### config.mk
export PLATFORM = sky130hd
export DESIGN_NAME = bmf_cell
export DESIGN_NICKNAME = d
export VERILOG_FILES = /design/src/design/assert_macros.svh /design/src/design/bmf_pkg.sv /design/src/design/bmf_cell.sv
export SDC_FILE = /design/constraint.sdc
export NUM_CORES = 1
export LEC_CHECK = 0
export BUFFER_PORTS_ARGS = -buffer_cell sky130_fd_sc_hd__buf_2
export CAP_MARGIN = 20
export CORE_AREA = 2 2 39 41
export DETAILED_ROUTE_END_ITERATION = 6
export DIE_AREA = 0 0 41 43
export HOLD_SLACK_MARGIN = 0.03
export PLACE_DENSITY = 0.72
export SYNTH_ARGS = -nofsm -noshare
export SYNTH_HDL_FRONTEND = slang
export SYNTH_SLANG_ARGS = --single-unit
export TNS_END_PERCENT = 20
### constraint.sdc
create_clock -name clk -period 1.25 [get_ports clk]
set_input_delay 0.125 -clock clk [delete_from_list [all_inputs] [get_ports clk]]
set_output_delay 0.125 -clock clk [all_outputs]
set_load 0.01 [all_outputs]
### src/design/assert_macros.svh
// Assertion macros shared by the box mean filter RTL.
// No dependencies; included by files that carry concurrent checks.
`ifndef ASSERT_MACROS_SVH
`define ASSERT_MACROS_SVH
`ifndef ASSERT_OFF
// Plain property sampled on the rising clock edge, off during reset
`define ASSERT_CLK(label, clk_sig, rst_sig, prop, msg) \
    label: assert property (@(posedge clk_sig) disable iff (!rst_sig) (prop)) \
        else $error(msg);
// Same-cycle implication
`define ASSERT_IMPL(label, clk_sig, rst_sig, ante, cons, msg) \
    label: assert property (@(posedge clk_sig) disable iff (!rst_sig) \
        (ante) |-> (cons)) else $error(msg);
`else
`define ASSERT_CLK(label, clk_sig, rst_sig, prop, msg)
`define ASSERT_IMPL(label, clk_sig, rst_sig, ante, cons, msg)
`endif
`endif

### src/design/bmf_pkg.sv
// Package for the 7x7 box mean filter: widths, constants and types.
// No dependencies; used by the interfaces, the top level and bmf_cell.
`timescale 1ns / 1ps
`default_nettype none

package bmf_pkg;

    // Kernel geometry
    localparam int KSIZE = 7;
    localparam int KHALF = 3;
    localparam int KAREA = 49;

    // Field widths
    localparam int PIX_W     = 8;
    localparam int PIX_MAX   = 255;
    localparam int CFG_W     = 11;
    localparam int CFG_IDX_W = 1;
    localparam int OUT_POS_W = 10;
    localparam int COLSUM_W  = 11;   // 7 * 255 = 1785
    localparam int WINSUM_W  = 14;   // 49 * 255 = 12495

    // Register reset values
    localparam logic [CFG_W-1:0] DIM_RESET = CFG_W'(512);

    // Divide by 49: floor(s * 21400 / 2^20) is exact for s < 43690
    localparam int DIV_MULT_W = 15;
    localparam logic [DIV_MULT_W-1:0] DIV_MULT = DIV_MULT_W'(21400);
    localparam int DIV_SHIFT  = 20;

    // Line store word: six earlier rows of one column, oldest in the low byte
    localparam int LINE_W = (KSIZE - 1) * PIX_W;

    // Register indexes
    typedef enum logic [CFG_IDX_W-1:0] {
        REG_IMAGE_WIDTH  = 1'b0,
        REG_IMAGE_HEIGHT = 1'b1
    } reg_idx_t;

    typedef logic [PIX_W-1:0]    pixel_t;
    typedef logic [COLSUM_W-1:0] colsum_t;
    typedef logic [WINSUM_W-1:0] winsum_t;

    // Per-pixel tag carried down the pipeline
    typedef struct packed {
        logic [OUT_POS_W-1:0] row;
        logic [OUT_POS_W-1:0] col;
        logic                 last;
        logic                 emit;
    } meta_t;

endpackage

`default_nettype wire

### src/design/bmf_cell.sv
// One window column cell: holds the sum of a 7-pixel column and passes it
// to its left neighbor on every shift. Depends on bmf_pkg.
`timescale 1ns / 1ps
`default_nettype none

module bmf_cell
    import bmf_pkg::*;
(
    input  wire logic    clk,
    input  wire logic    rst_n,
    input  wire logic    shift_en,
    input  wire colsum_t sum_in,
    output colsum_t      sum_out
);

    colsum_t sum_reg;
    colsum_t sum_next;

    // Load from the right neighbor on a shift
    always_comb
    begin
        sum_next = shift_en ? sum_in : sum_reg;
    end

    always_ff @(posedge clk or negedge rst_n)
    begin
        if (!rst_n)
        begin
            sum_reg <= '0;
        end
        else
        begin
            sum_reg <= sum_next;
        end
    end

    assign sum_out = sum_reg;

endmodule

`default_nettype wire
# --- Word-level counts from Yosys, hierarchy flattened ---
# Index checks and enable logic that the tools add are counted.
word_totals:
  out_inout_bits: 11
  regBits: 11
  word_cells: 1

# --- Logic depth before layout (Yosys ltp) ---
# Gate-level depths: netlist (run 1).
depth:
  word_depth: 0
  mapped_depth: 2
  depth_no_buf: 1

# --- Worst setup path after synthesis (run 1) ---
# Ideal clock, no wire load.
synth_path:
  kind: "register to register"
  start: "register sum_out[0] (netlist name)"
  end: "register sum_reg[0] (netlist: sum_out[0])"
  arrival_ns: 0.654
  path_buffers: 0
  path_stages_with_launch: 2
  path_slack_ns: 0.471
  setup_time_ns: 0.125
  required_ns: 1.125
  cell_sequence: "dfrtp_1 mux2_4"
synth_lines:
  columns: ["element", "line", "rtl"]
  rows:
  - ["end signal, assigned", "bmf_cell.sv:33", "sum_reg <= sum_next;"]
  - ["end, declared", "bmf_cell.sv:16", "colsum_t sum_reg;"]

# --- Final worst setup path (run 1) ---
layout_path:
  start: "register sum_reg[0] (netlist: sum_out[0])"
  end: "output port sum_out[0]"
layout_lines:
  columns: ["element", "line", "rtl"]
  rows:
  - ["end, declared", "bmf_cell.sv:13", "output colsum_t sum_out"]
# No word-level cell between the ends.

==> metrics.md, run 1 <==
| Metric | Value |
|---|---|
| Final Skew | 0 ps |
| Setup CP Type | flop to output pin |
| Via count | around 290 |
| Clock buffer count from CTS | 3 |
| Vias in the first global route | 287 |
| Sw frac | 0.234 |
| Flops & latches, synth | 11 |
| Maximum vdd ir drop | a little under 0.0006 V |
| Worst r2r src | sum_out[0] |
| Commonest cells after routing, fill and taps aside | 24 x buf_2, 11 x dfrtp_1, 10 x mux2_4, 3 x clkbuf_4 |
| RSZ-0062 raised after global routing | false |
| GRT overflow | 0 |
| Clock latency at the later pin of the worst-skew pair | 260 ps |
| Die ar. | roughly 1800 um^2 |
| Worst hold-check path type | primary input to flop |
| DRT antenna net count | 0 |
| Synth Area in Compound Gates | 0 |
| Max clock buf depth | 2 |
| Hold_sp | sum_in[3] |
| Drt drc | 0 |
| Register area share after synthesis | 0.615 |
| Status | complete, no violations |
| PortBufs | 24 |
| Nets@finish | 66 |
| Worst setup margin | 338 ps |
| Post-cts resize count | 0 |
| Vias per inst | 4.27 |
| Ant. Diodes | 0 |
| Setup TNS | 0 ps |
| Share of synthesized area spent on multiplexers | 0.360 |
| Cell depth of the worst flop-to-flop path | 1 |
| CP Max Fanout | 2 |
| Max cap viols | 0 |
| Worst Tran Pin Value | 330 ps |
| Worst Setup End Kind | output pin |
| Critical-path cell list | buf_2 |
| Core ar. | around 1400 um^2 |
| Post-synthesis simple-gate area fraction | 0 |
| Cell row count | 14 |
| Clk pwr share | 0.291 |
| Leak Pwr | 0.329 nW |
| Slowest cell delay on critical path | 390 ps |
| TritonRoute pass-1 iters | 2 |
| Synth Net Count | 37 |
| Max FFs per register | 11 |
| Period utilisation layout | 0.730 |
| Slowest CP cell | dfrtp_1 |
| Pint | 605 uW |
| DRT iter0 DRCs | 1 |
| CP Data Required Time | 1120 ps |
| Max-slew violation count | 0 |
| Endpoints failing setup | 0 |
| Largest family of logic cells by synthesized area | multiplexers |
| Worst Hold Endpoint | sum_out[3] |
| Syn Std Cell Area | 448 um^2 |
| Worst r2r dst | sum_out[0] |
| Period minus WS final | 912 ps |
| GPL Wtd Cong | ~0.56 |
| Clk pin slew, worst setup/hold paths | around 60 ps |
| CTS H-tree depth | 1 |
| First-pass GRT wire length | about 1200 um |
| CP bufs+invs | 1 |
| Initial Utilization | 0.324 |
| Adder-Cell Fraction of Synth Area | 0 |
| P&R area growth vs syn | 36.9% |
| Chip height | 43 um |
| CTS sink count | 11 |
| Post-Synth XOR/XNOR Area | 0 |
| Synth Area per Inst | roughly 20 um^2 |
| Distinct cells, synth | 4 |
| Initial antenna violation count | 0 |
| Crit path max-delay family | flip-flops |
| Post-route non-filler standard cell count | 67 |
| Crit start category | flop |
| Reg2reg setup slack | around 480 ps |
| Routed length per instance | about 11 um |
| Place WS | 320 ps |
| Hold path depth | 2 |
| TritonCTS clock tree | built |
| Inst Count DP | 62 |
| Sequential share of power | 0.519 |
| CP arrival | just under 800 ps |
| Root buf cell | clkbuf_4 |
| Routed wire length | roughly 770 um |
| Gate power share | 0.190 |
| Most common cell after layout, fill and taps aside | buf_2 |
| GRT Overall Usage | 0.110 |
| Final Hold Vio Count | 0 |
| Final-layout fill cell count | approximately 120 |
| Max Freq | 1100 MHz |
| Synth warnings | 0 |
| Switch Pwr | 185 uW |
| Post-Synthesis Cells | 23 |
| Share of cells above drive strength 1 | 0.745 |
| # IOs | 25 |
| Die X | 41 um |
| Relative slew slack | 0.780 |
| Largest net degree at the start of global routing | 12 |
| PD cells | 1290 nW/um^2 |
-- Yosys cell counts (all sizes together) --
master  number  area (um^2)
mux2        11          161
buf          1         11.3
dfrtp       11          275
-- power by group through the flow --
| stage | Combinational [mW] | Sequential (mW) | Clock (mW) |
|---|---|---|---|
| 2_1_floorplan | 0.0662 | 0.434 | 0 |
| 3_3_place_gp | 0.146 | 0.416 | 0 |
| 3_5_place_dp | 0.152 | 0.415 | 0 |
| 4_1_cts | 0.153 | 0.411 | 0.241 |
| 5_1_grt | 0.163 | 0.414 | 0.265 |
| 6_report | 0.150 | 0.410 | 0.230 |
-- final cells by class --
cell class                      count  area, um^2  share of cell area
Clock buffer                        4        26.3              0.0429
Multi-Input combinational cell     11         161               0.263
Sequential cell                    11         275               0.449
Tap cell                           16        20.0              0.0327
Timing Repair Buffer               25         130               0.212
-- metrics by stage --
| step | power (mW) | utilization | hold slack (ps) | instance area, um^2 |
|---|---|---|---|---|
| 2_1_floorplan | 0.500 | - | -171 | 448 |
| 3_3_place_gp | 0.563 | 0.417 | -2.38 | 577 |
| 3_5_place_dp | 0.567 | 0.417 | 3.43 | 577 |
| 4_1_cts | 0.804 | 0.443 | 84.2 | 613 |
| 5_1_grt | 0.843 | 0.443 | 75.2 | 613 |
| 6_report | 0.790 | 0.443 | 90.9 | 613 |
-- worst max path at each step --
stage,startpoint,cells after the start,to
floorplan,sum_out[0],1,sum_out[0]
global placement,shift_en,2,sum_out[8]
detailed placement,shift_en,2,sum_out[8]
CTS,sum_out[0],1,sum_out[0]
global route,sum_out[0],1,sum_out[0]
finish,sum_out[0],1,sum_out[0]
-- layer usage --
| layer | wire length, um | global-route usage |
|---|---|---|
| met1 | 373 | 0.137 |
| met2 | 289 | 0.138 |
| met3 | 90 | 0.0471 |
| met4 | 12 | 0.100 |
| met5 | 0 | 0 |
-- kinds of logic after synthesis --
| group | Yosys count |
|---|---|
| mux | 11 |
| buf+inv | 1 |
| flops | 11 |
-- repair_timing --
action,CTS,global route
endpoints found under the hold margin,11,0
endpoints found under the setup margin,0,0
setup buffers,0,0
hold buffers,1,0
Note: power is estimated with default switching activity, not from simulation.
==> inputs of run 2 (changes only) <==
--- a/config.mk
+++ b/config.mk
@@ -11,7 +11,7 @@
 export DETAILED_ROUTE_END_ITERATION = 6
 export DIE_AREA = 0 0 41 43
 export HOLD_SLACK_MARGIN = 0.03
-export PLACE_DENSITY = 0.72
+export PLACE_DENSITY = 0.74
 export SYNTH_ARGS = -nofsm -noshare
 export SYNTH_HDL_FRONTEND = slang
 export SYNTH_SLANG_ARGS = --single-unit
==> constraint.sdc (replaced) <==
create_clock -name clk -period 0.8 [get_ports clk]
set_input_delay 0.08 -clock clk [delete_from_list [all_inputs] [get_ports clk]]
set_output_delay 0.08 -clock clk [all_outputs]
set_load 0.01 [all_outputs]
==> metrics.md, run 2 (synthesized netlist as in run 1, its figures left out) <==
| Metric | Value |
|---|---|
| Clock buffer count from CTS | 3 |
| Clk pin slew, worst setup/hold paths | 70 ps |
| PortBufs | 24 |
| Initial antenna violation count | 0 |
| # IOs | 25 |
| Final Hold Vio Count | 0 |
| Worst hold-check path type | primary input to flop |
| Worst path depth | 1 |
| Status | finished, violations left |
| Clock latency at the later pin of the worst-skew pair | about 270 ps |
| Worst setup margin | -74.9 ps |
| Max-slew violation count | 0 |
| Largest net degree at the start of global routing | 12 |
| Final Skew | 0 ps |
| Vias per inst | 4.27 |
| Max Freq | about 1100 MHz |
| Hold_ws | around 34 ps |
| TritonRoute pass-1 iters | 2 |
| DRT antenna net count | 0 |
| Period utilisation layout | 1.09 |
| Slowest CP cell | dfrtp_1 |
| Drt drc | 0 |
| P&R area growth vs syn | 44.7% |
| Commonest cells after routing, fill and taps aside | 24 x buf_2, 11 x dfrtp_1, 10 x mux2_4, 3 x clkbuf_4, 2 x buf_4 |
| CTS sink count | 11 |
| First-pass GRT wire length | ~1500 um |
| Failing checks | setup timing |
| DRT iter0 DRCs | 2 |
| Max FFs per register | 11 |
| Total design power | 1.29 mW |
| PD cells | a little under 2000 nW/um^2 |
| Routed length per instance | 13.3 um |
| Chip height | ~43 um |
| Root buf cell | clkbuf_4 |
| GPL Wtd Cong | between 0.7 and 0.8 |
| CP Max Fanout | 2 |
| Nets@finish | a little under 70 |
| Core ar. | between 1000 and 1500 um^2 |
| Maximum vdd ir drop | 0.000742 V |
| Final-layout fill cell count | ~130 |
| CP bufs+invs | 1 |
| CP Data Required Time | between 700 and 800 ps |
| Leak Pwr | 0.348 nW |
| Crit path max-delay family | flip-flops |
| Die ar. | 1760 um^2 |
| Post-CTS Hold Fix Bufs | 1 |
| Hold path depth | 2 |
| Worst Tran Pin Value | 246 ps |
| Cell depth of the worst flop-to-flop path | 2 |
| Max cap viols | 0 |
| Endpoints failing setup | 12 |
| Post-cts resize count | 0 |
| TritonCTS clock tree | built |
| CTS H-tree depth | 1 |
| RSZ-0062 raised after global routing | true |
| Die X | approximately 41 um |
| Period minus WS final | between 800 and 900 ps |
| Routed wire length | a little over 900 um |
| GRT Overall Usage | 0.137 |
| GRT overflow | 0 |
| Max clock buf depth | 2 |
| Relative slew slack | 0.836 |
| Share of cells above drive strength 1 | 0.759 |
| Worst Setup End Kind | output pin |
| CP arrival | between 700 and 800 ps |
| Initial Utilization | 0.324 |
| Critical-path cell list | buf_2 |
| Reg2reg setup slack | -70 ps |
| Slowest cell delay on critical path | a little under 400 ps |
| Vias in the first global route | about 290 |
| Most common cell after layout, fill and taps aside | buf_2 |
| Via count | between 200 and 300 |
| Ant. Diodes | 0 |
| Crit start category | flop |
| Cell row count | 14 |
| Setup CP Type | flop to output pin |
run 2: cell types whose count changed in the layout (fill, tap and decap cells not counted):
cell    delta
buf_4      +2
buf_12     +1
run 2: stage by stage:
step | area [um^2] | TNS [ps] | instances | setup WS [ps] | utilization
2_1_floorplan | 448 | 0 | 23 | 20.7 | -
3_3_place_gp | 604 | 0 | 64 | 31.4 | 0.437
3_5_place_dp | 604 | 0 | 64 | 19.6 | 0.437
4_1_cts | 641 | -927 | 69 | -99.9 | 0.463
5_1_grt | 648 | -1200 | 70 | -117 | 0.468
6_report | 648 | -797 | 70 | -74.9 | 0.468
run 2: power by group:
part | switching, mW | internal, mW | leakage [nW]
Sequential | 0.0269 | 0.611 | 0.129
Combinational | 0.101 | 0.160 | 0.204
Clock | 0.193 | 0.193 | 0.0150
Total | 0.321 | 0.964 | 0.348
run 2: layout make-up:
cell class | instances | area (um^2) | share of cell area
Timing Repair Buffer | 28 | 165 | 0.255
Sequential cell | 11 | 275 | 0.425
Clock buffer | 4 | 26.3 | 0.0405
Multi-Input combinational cell | 11 | 161 | 0.249
Tap cell | 16 | 20.0 | 0.0309
run 2: worst paths after layout:
kind / from / end
setup / recovery: sum_out[9] / sum_out[9]
hold reg to reg: sum_out[4] / sum_out[4]
hold / removal: sum_in[10] / sum_out[10]
setup reg to reg: sum_out[5] / sum_out[5]
min in group asynchronous: rst_n / sum_out[9]
max in group asynchronous: rst_n / sum_out[0]
run 2: routing by layer:
metal	global-route usage	vias to the layer above	wire, um
met5	0	-	0
met2	0.191	7	519
li1	-	140	-
met4	0.0600	0	0
met3	0.0785	0	40
met1	0.166	152	374
run 2: repair_timing:
| action | in CTS | in global routing |
|---|---|---|
| setup buffers | 0 | 1 |
| hold endpoints to repair | 14 | 1 |
| pin swaps | 0 | 0 |
| setup endpoints to repair | 11 | 11 |
